## config.mk

```make
export PLATFORM = sky130hd
export DESIGN_NAME = wildcard_glob_matcher_unit
export DESIGN_NICKNAME = d
export VERILOG_FILES = /design/src/hdl/wgm_pkg.sv /design/src/hdl/wgm_store.sv /design/src/hdl/wgm_walker.sv /design/src/hdl/wildcard_glob_matcher_unit.sv
export SDC_FILE = /design/constraint.sdc
export NUM_CORES = 2
export LEC_CHECK = 0
export BUFFER_PORTS_ARGS = -buffer_cell sky130_fd_sc_hd__clkbuf_2
export CAP_MARGIN = 5
export CORE_UTILIZATION = 40
export CTS_CLUSTER_SIZE = 40
export DETAILED_ROUTE_END_ITERATION = 16
export PLACE_DENSITY_LB_ADDON = 0.05
export SYNTH_ARGS = -nofsm -noshare
export SYNTH_HDL_FRONTEND = slang
export SYNTH_HIERARCHICAL = 1
export SYNTH_SLANG_ARGS = --single-unit
```

## constraint.sdc

```tcl
create_clock -name clk -period 4.45 [get_ports clk]
set_input_delay 0.6675 -clock clk [delete_from_list [all_inputs] [get_ports clk]]
set_output_delay 0.6675 -clock clk [all_outputs]
set_load 0.01 [all_outputs]
```

## src/hdl/wgm_pkg.sv

```systemverilog
// shared types and constants of the wildcard glob matcher
package wgm_pkg;

  localparam logic       CMD_PATTERN = 1'b0;
  localparam logic       CMD_SUBJECT = 1'b1;
  localparam logic [7:0] STAR_CH     = 8'h2A;
  localparam logic [7:0] ANY_CH      = 8'h3F;
  localparam logic [7:0] NUL_CH      = 8'h00;

  typedef struct packed {
    logic       cmd;
    logic [7:0] ch;
    logic       last;
  } wgm_item_t;

  typedef struct packed {
    logic match;
    logic overflow;
  } wgm_result_t;

  // kick from the top level to the walk engine
  typedef struct packed {
    logic go;
    logic ovf;
  } wgm_walk_req_t;

  // status and result back from the walk engine
  typedef struct packed {
    logic        busy;
    logic        done;
    wgm_result_t res;
  } wgm_walk_rsp_t;

endpackage

```

## src/hdl/wgm_store.sv

```systemverilog
// pattern and subject memories with their length and overflow bookkeeping
module wgm_store #(
  parameter int MAX_LEN = 256
) (
  input  logic                          clk,
  input  logic                          rst,
  input  logic                          load,
  input  wgm_pkg::wgm_item_t            item,
  input  logic                          subj_clear,
  input  logic                          rd_en,
  input  logic [$clog2(MAX_LEN+2)-1:0]  rd_w,
  input  logic [$clog2(MAX_LEN+2)-1:0]  rd_s,
  output logic [7:0]                    p_data,
  output logic [7:0]                    s_data,
  output logic [$clog2(MAX_LEN+1)-1:0]  plen,
  output logic [$clog2(MAX_LEN+1)-1:0]  slen,
  output logic                          ovf_now
);
  import wgm_pkg::*;

  localparam int AW = $clog2(MAX_LEN);
  localparam int LW = $clog2(MAX_LEN+1);

  logic [7:0] pmem [MAX_LEN];
  logic [7:0] smem [MAX_LEN];

  logic          pattern_done;
  logic          overflow_seen;
  logic          subject_over;
  logic [LW-1:0] plen_base;
  logic          oseen_base;
  logic          has_ch;
  logic          p_full;
  logic          s_full;
  logic          p_wr;
  logic          s_wr;

  // a new pattern restarts from an empty store
  assign plen_base  = pattern_done ? '0 : plen;
  assign oseen_base = pattern_done ? 1'b0 : overflow_seen;
  assign has_ch     = (item.ch != NUL_CH);
  assign p_full     = (plen_base == LW'(MAX_LEN));
  assign s_full     = (slen == LW'(MAX_LEN));
  assign p_wr       = load && (item.cmd == CMD_PATTERN) && has_ch && !p_full;
  assign s_wr       = load && (item.cmd == CMD_SUBJECT) && has_ch && !s_full;

  assign ovf_now = overflow_seen || subject_over || (has_ch && s_full);

  always_ff @(posedge clk) begin
    if (p_wr) begin
      pmem[plen_base[AW-1:0]] <= item.ch;
    end
    if (s_wr) begin
      smem[slen[AW-1:0]] <= item.ch;
    end
    if (rd_en) begin
      p_data <= pmem[rd_w[AW-1:0]];
      s_data <= smem[rd_s[AW-1:0]];
    end
  end

  always_ff @(posedge clk) begin
    if (rst) begin
      plen          <= '0;
      slen          <= '0;
      pattern_done  <= 1'b1;
      overflow_seen <= 1'b0;
      subject_over  <= 1'b0;
    end else if (subj_clear) begin
      slen         <= '0;
      subject_over <= 1'b0;
    end else if (load && (item.cmd == CMD_PATTERN)) begin
      plen          <= p_wr ? plen_base + LW'(1) : plen_base;
      overflow_seen <= oseen_base || (has_ch && p_full);
      pattern_done  <= item.last;
    end else if (load) begin
      if (s_wr) begin
        slen <= slen + LW'(1);
      end
      if (has_ch && s_full) begin
        subject_over <= 1'b1;
      end
    end
  end

endmodule

```

## src/hdl/wgm_walker.sv

```systemverilog
// greedy star-backtrack walk over the stored pattern and subject
module wgm_walker #(
  parameter int MAX_LEN = 256
) (
  input  logic                          clk,
  input  logic                          rst,
  input  wgm_pkg::wgm_walk_req_t        req,
  input  logic [7:0]                    p_data,
  input  logic [7:0]                    s_data,
  input  logic [$clog2(MAX_LEN+1)-1:0]  plen,
  input  logic [$clog2(MAX_LEN+1)-1:0]  slen,
  output logic                          rd_en,
  output logic [$clog2(MAX_LEN+2)-1:0]  rd_w,
  output logic [$clog2(MAX_LEN+2)-1:0]  rd_s,
  output wgm_pkg::wgm_walk_rsp_t        rsp
);
  import wgm_pkg::*;

  localparam int CW = $clog2(MAX_LEN+2);

  typedef enum logic [3:0] {
    ST_IDLE = 4'b0001,
    ST_RD   = 4'b0010,
    ST_EV   = 4'b0100,
    ST_FIN  = 4'b1000
  } wgm_state_t;

  wgm_state_t state;
  wgm_state_t state_next;
  logic [CW-1:0] w, w_next;
  logic [CW-1:0] s, s_next;
  logic [CW-1:0] mark, mark_next;
  logic [CW-1:0] resume, resume_next;
  logic          star, star_next;
  logic          match, match_next;
  logic          ovf, ovf_next;

  logic [CW-1:0] pl;
  logic [CW-1:0] sl;
  logic          w_lt;
  logic          s_lt;
  logic          is_star;
  logic          hit;

  assign pl      = CW'(plen);
  assign sl      = CW'(slen);
  assign w_lt    = (w < pl);
  assign s_lt    = (s < sl);
  assign is_star = w_lt && (p_data == STAR_CH);
  assign hit     = w_lt && ((p_data == s_data) || (p_data == ANY_CH));

  assign rd_en = (state == ST_RD);
  assign rd_w  = w;
  assign rd_s  = s;

  assign rsp.busy         = (state != ST_IDLE);
  assign rsp.done         = (state == ST_FIN);
  assign rsp.res.match    = match;
  assign rsp.res.overflow = ovf;

  always_comb begin
    state_next  = state;
    w_next      = w;
    s_next      = s;
    mark_next   = mark;
    resume_next = resume;
    star_next   = star;
    match_next  = match;
    ovf_next    = ovf;
    unique case (state)
      ST_IDLE: begin
        if (req.go) begin
          w_next      = '0;
          s_next      = '0;
          mark_next   = '0;
          resume_next = '0;
          star_next   = 1'b0;
          ovf_next    = req.ovf;
          match_next  = 1'b0;
          state_next  = req.ovf ? ST_FIN : ST_RD;
        end
      end
      ST_RD: begin
        state_next = ST_EV;
      end
      ST_EV: begin
        state_next = ST_RD;
        if (s_lt) begin
          if (is_star) begin
            // star at the pattern's end swallows the rest
            if (w + CW'(1) >= pl) begin
              match_next = 1'b1;
              state_next = ST_FIN;
            end else begin
              w_next      = w + CW'(1);
              mark_next   = w + CW'(1);
              resume_next = s + CW'(1);
              star_next   = 1'b1;
            end
          end else if (hit) begin
            w_next = w + CW'(1);
            s_next = s + CW'(1);
          end else if (!star) begin
            // mismatch in the literal prefix
            match_next = 1'b0;
            state_next = ST_FIN;
          end else begin
            w_next      = mark;
            s_next      = resume;
            resume_next = resume + CW'(1);
          end
        end else if (is_star) begin
          // subject used up: only trailing stars may remain
          w_next = w + CW'(1);
        end else begin
          match_next = !w_lt;
          state_next = ST_FIN;
        end
      end
      ST_FIN: begin
        state_next = ST_IDLE;
      end
      default: begin
        state_next = ST_IDLE;
      end
    endcase
  end

  always_ff @(posedge clk) begin
    if (rst) begin
      state <= ST_IDLE;
    end else begin
      state <= state_next;
    end
  end

  always_ff @(posedge clk) begin
    w      <= w_next;
    s      <= s_next;
    mark   <= mark_next;
    resume <= resume_next;
    star   <= star_next;
    match  <= match_next;
    ovf    <= ovf_next;
  end

endmodule

```

## src/hdl/wildcard_glob_matcher_unit.sv

```systemverilog
// top level of the wildcard glob matcher
//
// usage: drive item {cmd, ch, last} with start; the transfer happens at a
// clock edge where start is high and busy is low. cmd = 0 loads a pattern
// byte, cmd = 1 a subject byte; ch = 0 stores nothing but last still counts.
// the first pattern byte after a finished pattern starts a new pattern.
// bytes can be loaded back to back, busy stays low between bytes.
// the subject byte with last set starts the walk and raises busy. each walk
// step is a synchronous read of both memories at the current pattern and
// subject positions, then an evaluation of the data read and a step.
// the number of steps depends on the data: without backtracking at most
// pattern length plus subject length plus one, up to about their product
// with backtracking. an overflowed string skips the walk entirely.
// the result appears for one cycle with done, in the cycle after the last
// step (in the cycle right after the transfer on overflow); busy stays
// high through that cycle, then drops. the receiver cannot stall the result.
// reset empties both strings and clears the flags; the memories need no
// clearing pass since only entries below the stored lengths are read.
module wildcard_glob_matcher_unit #(
  parameter int MAX_LEN = 256
) (
  input  logic                 clk,
  input  logic                 rst,
  input  logic                 start,
  output logic                 busy,
  input  wgm_pkg::wgm_item_t   item,
  output logic                 done,
  output wgm_pkg::wgm_result_t result
);
  import wgm_pkg::*;

  localparam int CW = $clog2(MAX_LEN+2);
  localparam int LW = $clog2(MAX_LEN+1);

  logic          load;
  logic          ovf_now;
  logic          rd_en;
  logic [CW-1:0] rd_w;
  logic [CW-1:0] rd_s;
  logic [7:0]    p_data;
  logic [7:0]    s_data;
  logic [LW-1:0] plen;
  logic [LW-1:0] slen;
  wgm_walk_req_t req;
  wgm_walk_rsp_t rsp;

  // input transfer
  assign load = start && !busy;

  // the final subject byte kicks the walk; its own overflow counts too
  assign req.go  = load && (item.cmd == CMD_SUBJECT) && item.last;
  assign req.ovf = ovf_now;

  assign busy   = rsp.busy;
  assign done   = rsp.done;
  assign result = rsp.res;

  // subject store is emptied as the result leaves; busy keeps loads away
  wgm_store #(
    .MAX_LEN (MAX_LEN)
  ) u_store (
    .clk        (clk),
    .rst        (rst),
    .load       (load),
    .item       (item),
    .subj_clear (rsp.done),
    .rd_en      (rd_en),
    .rd_w       (rd_w),
    .rd_s       (rd_s),
    .p_data     (p_data),
    .s_data     (s_data),
    .plen       (plen),
    .slen       (slen),
    .ovf_now    (ovf_now)
  );

  wgm_walker #(
    .MAX_LEN (MAX_LEN)
  ) u_walker (
    .clk    (clk),
    .rst    (rst),
    .req    (req),
    .p_data (p_data),
    .s_data (s_data),
    .plen   (plen),
    .slen   (slen),
    .rd_en  (rd_en),
    .rd_w   (rd_w),
    .rd_s   (rd_s),
    .rsp    (rsp)
  );

endmodule

```

==> key figures <==
Setup path
  • CP Buf/Inv Count: 3
  • Reg2Reg Launch Point: u_walker/state[3]
  • Crit. End Element: register
  • CP top delay family: simple AND/OR/NAND/NOR gates
  • R2R Setup Slk: 0.24 ns
  • R2r worst-path depth: 9
  • CP Max Fanout: 16
  • Max stage delay on crit path: 0.88 ns
  • Top cell by count, worst path: inv_1
  • CP cell instances: nor4b_2, inv_1, and2b_2, inv_1, a211oi_2, buf_4, and3_1, nand2_1, nor2_1
  • Reg-to-reg endpoint: u_store/pmem[63][3]
  • CP required: 5.05 ns
  • Critical path class: reg2reg
  • CP arrival: 4.81 ns
  • Critical Path Start Type: register
  • Slowest CP cell: nor2_1

Floorplan
  • Row Count: 234
  • Ports: 17
  • Initial core utilization: 40.2%
  • DIE AREA: 0.411 mm²
  • Core box area: 0.406 mm²
  • Die width: 641 µm
  • Height of the chip: 641 µm

Clock tree
  • CTS Buffer Depth: 4
  • H-Tree Level Count: 5
  • Setup Buffers After CTS: 0
  • Clock-pin slew on the worst setup and hold paths: 0.06 ns
  • Clk Latency, worst-skew pair: 1.01 ns
  • TritonCTS clock tree: done
  • Clock Sinks: 4176
  • Clock root buffer: clkbuf_16
  • Num CTS Buffers: 451

Pwr
  • Clock power share: 44.8%
  • Leakage: 57.5 nW
  • Comb pwr share: 2.8%
  • Sequential power share: 52.4%
  • Net load switching power: 0.0170 W
  • Internal power: 0.0656 W
  • Sw Share: 20.6%
  • Power per cell area: 445 mW/mm²
  • Max rail drop VDD: 332 µV

Logic synthesis
  • Share of the synthesized area in the top cell type: 76.3%
  • Async set-reset flop share out of synthesis: 0%
  • Area leader, netlist: edfxtp_1
  • Sequential element share of the synthesized area: 76.6%
  • Cell variety after synth: 85
  • FF+latch count, synth: 4176
  • Syn_area_per_cell: 20.5 µm²
  • Post-synth EDFFs: 4151
  • Ys Warns: 6
  • Top FF cell, synth: edfxtp_1
  • Syn nets: 8021
  • Synth Cell Area: 0.163 mm²
  • Cells after Synth: 7971
  • Area contributors post-synth: edfxtp_1, mux4_2, mux2i_1

Finish
  • Post-route cell area: 0.186 mm²
  • Area grow syn2layout: 13.8%
  • Fill count: 34385
  • Final #Nets: 8375
  • Share of cells above drive strength 1: 24.1%
  • Sequential cell area: 0.125 mm²
  • Final core area utilization: 45.7%
  • Multi-input logic area: 0.0356 mm²

STA
  • Fin Hold WS: 0.104 ns
  • Slew HR: 7.53%
  • Final hold violations: 0
  • Final Cycle Share: 94.6%
  • Final Critical Period: 4.21 ns
  • Actual slew at the worst max-slew pin: 1.39 ns
  • Peak Freq: 237 MHz
  • Clock skew: 0.0376 ns
  • Slew Viols, Final: 0
  • RSZ-0062 raised after global routing: no
  • Final Setup Violations: 0

Detailed routing
  • Routed length on met3: 20500 µm
  • Drt pass-1 iters: 5
  • Drc violations: 0
  • Vias per cell: 5.74
  • Antenna Violating Nets Remaining: 0
  • Metal2 WL: 222000 µm
  • Final wirelength: 462000 µm
  • Starting DRT DRC Count: 7577
  • DR WL/cell: 32.7 µm
  • DR vias: 80969
  • Top routing layer in use: met5
  • Metal-1 WL: 207000 µm

Worst hold path
  • Hold depth: 3
  • Hold EP: u_store/pattern_done
  • Worst min-delay path class: in2reg
  • Hold path startpoint: item[0]

Outcome
  • Outcome: finished clean

GRT
  • Total track usage: 22.2%
  • Vias in the first global route: 82466
  • Congestion Overflow GR: 0
  • Antenna violations before repair: 16
  • Largest net degree at the start of global routing: 163
  • First-pass GRT wire length: 651000 µm

Placed design
  • Port Buffers: 16
  • Detail Placement HPWL: 285000 µm
  • Final GP Congestion: 0.832
  • Placed instance area: 0.171 mm²

Run
  • Maxcap violations: 0
routing by layer:
metal | vias to the layer above | GRT usage (%)
li1 | 33975 | -
met4 | 2 | 5.61
met1 | 44045 | 32.1
met2 | 2358 | 36.2
met3 | 589 | 2.46
met5 | - | 0
state kept, by name (all words and copies together) (netlist names):
signal	flops
u_store/overflow_seen	1
u_store/p_data	8
u_store/pattern_done	1
u_store/plen	9
u_store/pmem	2048
u_store/s_data	8
u_store/slen	9
u_store/smem	2048
u_store/subject_over	1
u_walker/mark	9
u_walker/match	1
u_walker/ovf	1
u_walker/rd_s	9
u_walker/rd_w	9
u_walker/resume	9
u_walker/star	1
u_walker/state	4
layout by cell type (no fill, tap or decap), drive strengths merged, types with 54 or more instances in the layout:
| cell type | count |
|---|---|
| a21oi | 194 |
| a22oi | 280 |
| buf | 375 |
| clkbuf | 559 |
| clkinv | 182 |
| edfxtp | 4151 |
| inv | 57 |
| mux2i | 331 |
| mux4 | 869 |
| nand2 | 140 |
| nand3 | 66 |
| nor2 | 603 |
| nor3 | 79 |
| o21ai | 54 |
| o221ai | 74 |
| o22ai | 84 |
kinds of logic after synthesis:
kind of cell | synth area share, %
xor gates and xnor gates | 0.220
and+or+nand+nor | 2.96
AOI/OAI and AO/OA | 3.89
adders and majority gates | 0.283
buffers and inverters | 1.98
muxes | 14.1
DFF | 76.6
worst reg2reg max path: stages (launching register included):
cell      delay [ns]
dfxtp_1         0.36
nor4b_2         0.43
inv_1           0.19
and2b_2         0.26
inv_1           0.14
a211oi_2        0.52
buf_4           0.28
and3_1          0.22
nand2_1         0.53
nor2_1          0.89
area by class of cell:
cell class / instances / area share [%]
flip-flops and latches: 4176 / 67.3
multi-input cells: 3267 / 19.2
clock buffers: 551 / 6.37
well taps: 5428 / 3.65
repair buffers: 384 / 1.95
clock inverters: 257 / 1.42
inverters: 45 / 0.0909
diodes: 7 / 0.00943
per-stage QoR:
step                setup WS [ns]  total power [W]  TNS (ns)  instances
finish                      0.239           0.0826         0      14115
global route                0.100           0.0850         0      14110
CTS                       -0.0828           0.0835     -2.37      14108
detailed placement         -0.553           0.0465   -467.86      13299
global placement           -0.515           0.0465   -490.56      13298
floorplan                    1.03           0.0451         0       7971
worst max-delay path by stage:
stage | start | cells past startpoint | end | slack (ns)
floorplan | u_walker/rd_w[4] | 10 | u_walker/rd_w[0] | 1.03
global placement | u_walker/state[0] | 9 | u_store/pmem[10][0] | -0.52
detailed placement | u_walker/state[0] | 9 | u_store/pmem[10][0] | -0.55
CTS | u_walker/state[0] | 9 | u_store/pmem[63][1] | -0.08
global route | u_walker/state[3] | 9 | u_store/pmem[63][4] | 0.10
finish | u_walker/state[3] | 9 | u_store/pmem[63][3] | 0.24
power by group through the flow:
stage          logic (W)  clock network [W]  registers, W
3_5_place_dp     0.00239                  0        0.0441
3_3_place_gp     0.00237                  0        0.0441
2_1_floorplan   0.000983                  0        0.0441
6_report         0.00234             0.0370        0.0433
5_1_grt          0.00248             0.0392        0.0433
4_1_cts          0.00239             0.0379        0.0433
cell usage after synthesis, types with 10 or more instances:
cell type  count
nand3_1       66
a22oi_1      280
o22ai_1       84
and2_1        10
o21ai_0       50
a21oi_1      193
inv_1         43
nor3_1        79
buf_6         58
nor2b_1       36
nor3b_1       10
mux2i_1      331
xnor2_1       26
buf_8         25
clkbuf_1     211
a211oi_1      48
a22o_1        51
nand2_1      140
dfxtp_1       25
nand4_1       19
nor2_1       602
buf_4         43
edfxtp_1    4151
ha_1          37
buf_12        13
xor2_1        15
a31oi_1       16
buf_1         12
o221ai_1      72
nand2b_1      21
nor4_1        39
a221oi_1      33
mux4_2       863
buf_2        119
timing repair:
action | 4_1_cts | 5_1_grt
hold buffers | 1 | 0
setup endpoints to repair | 2855 | 480
gates resized for setup | 108 | 31
hold endpoints to repair | 11 | 0
Note: power is estimated with default switching activity, not from simulation.
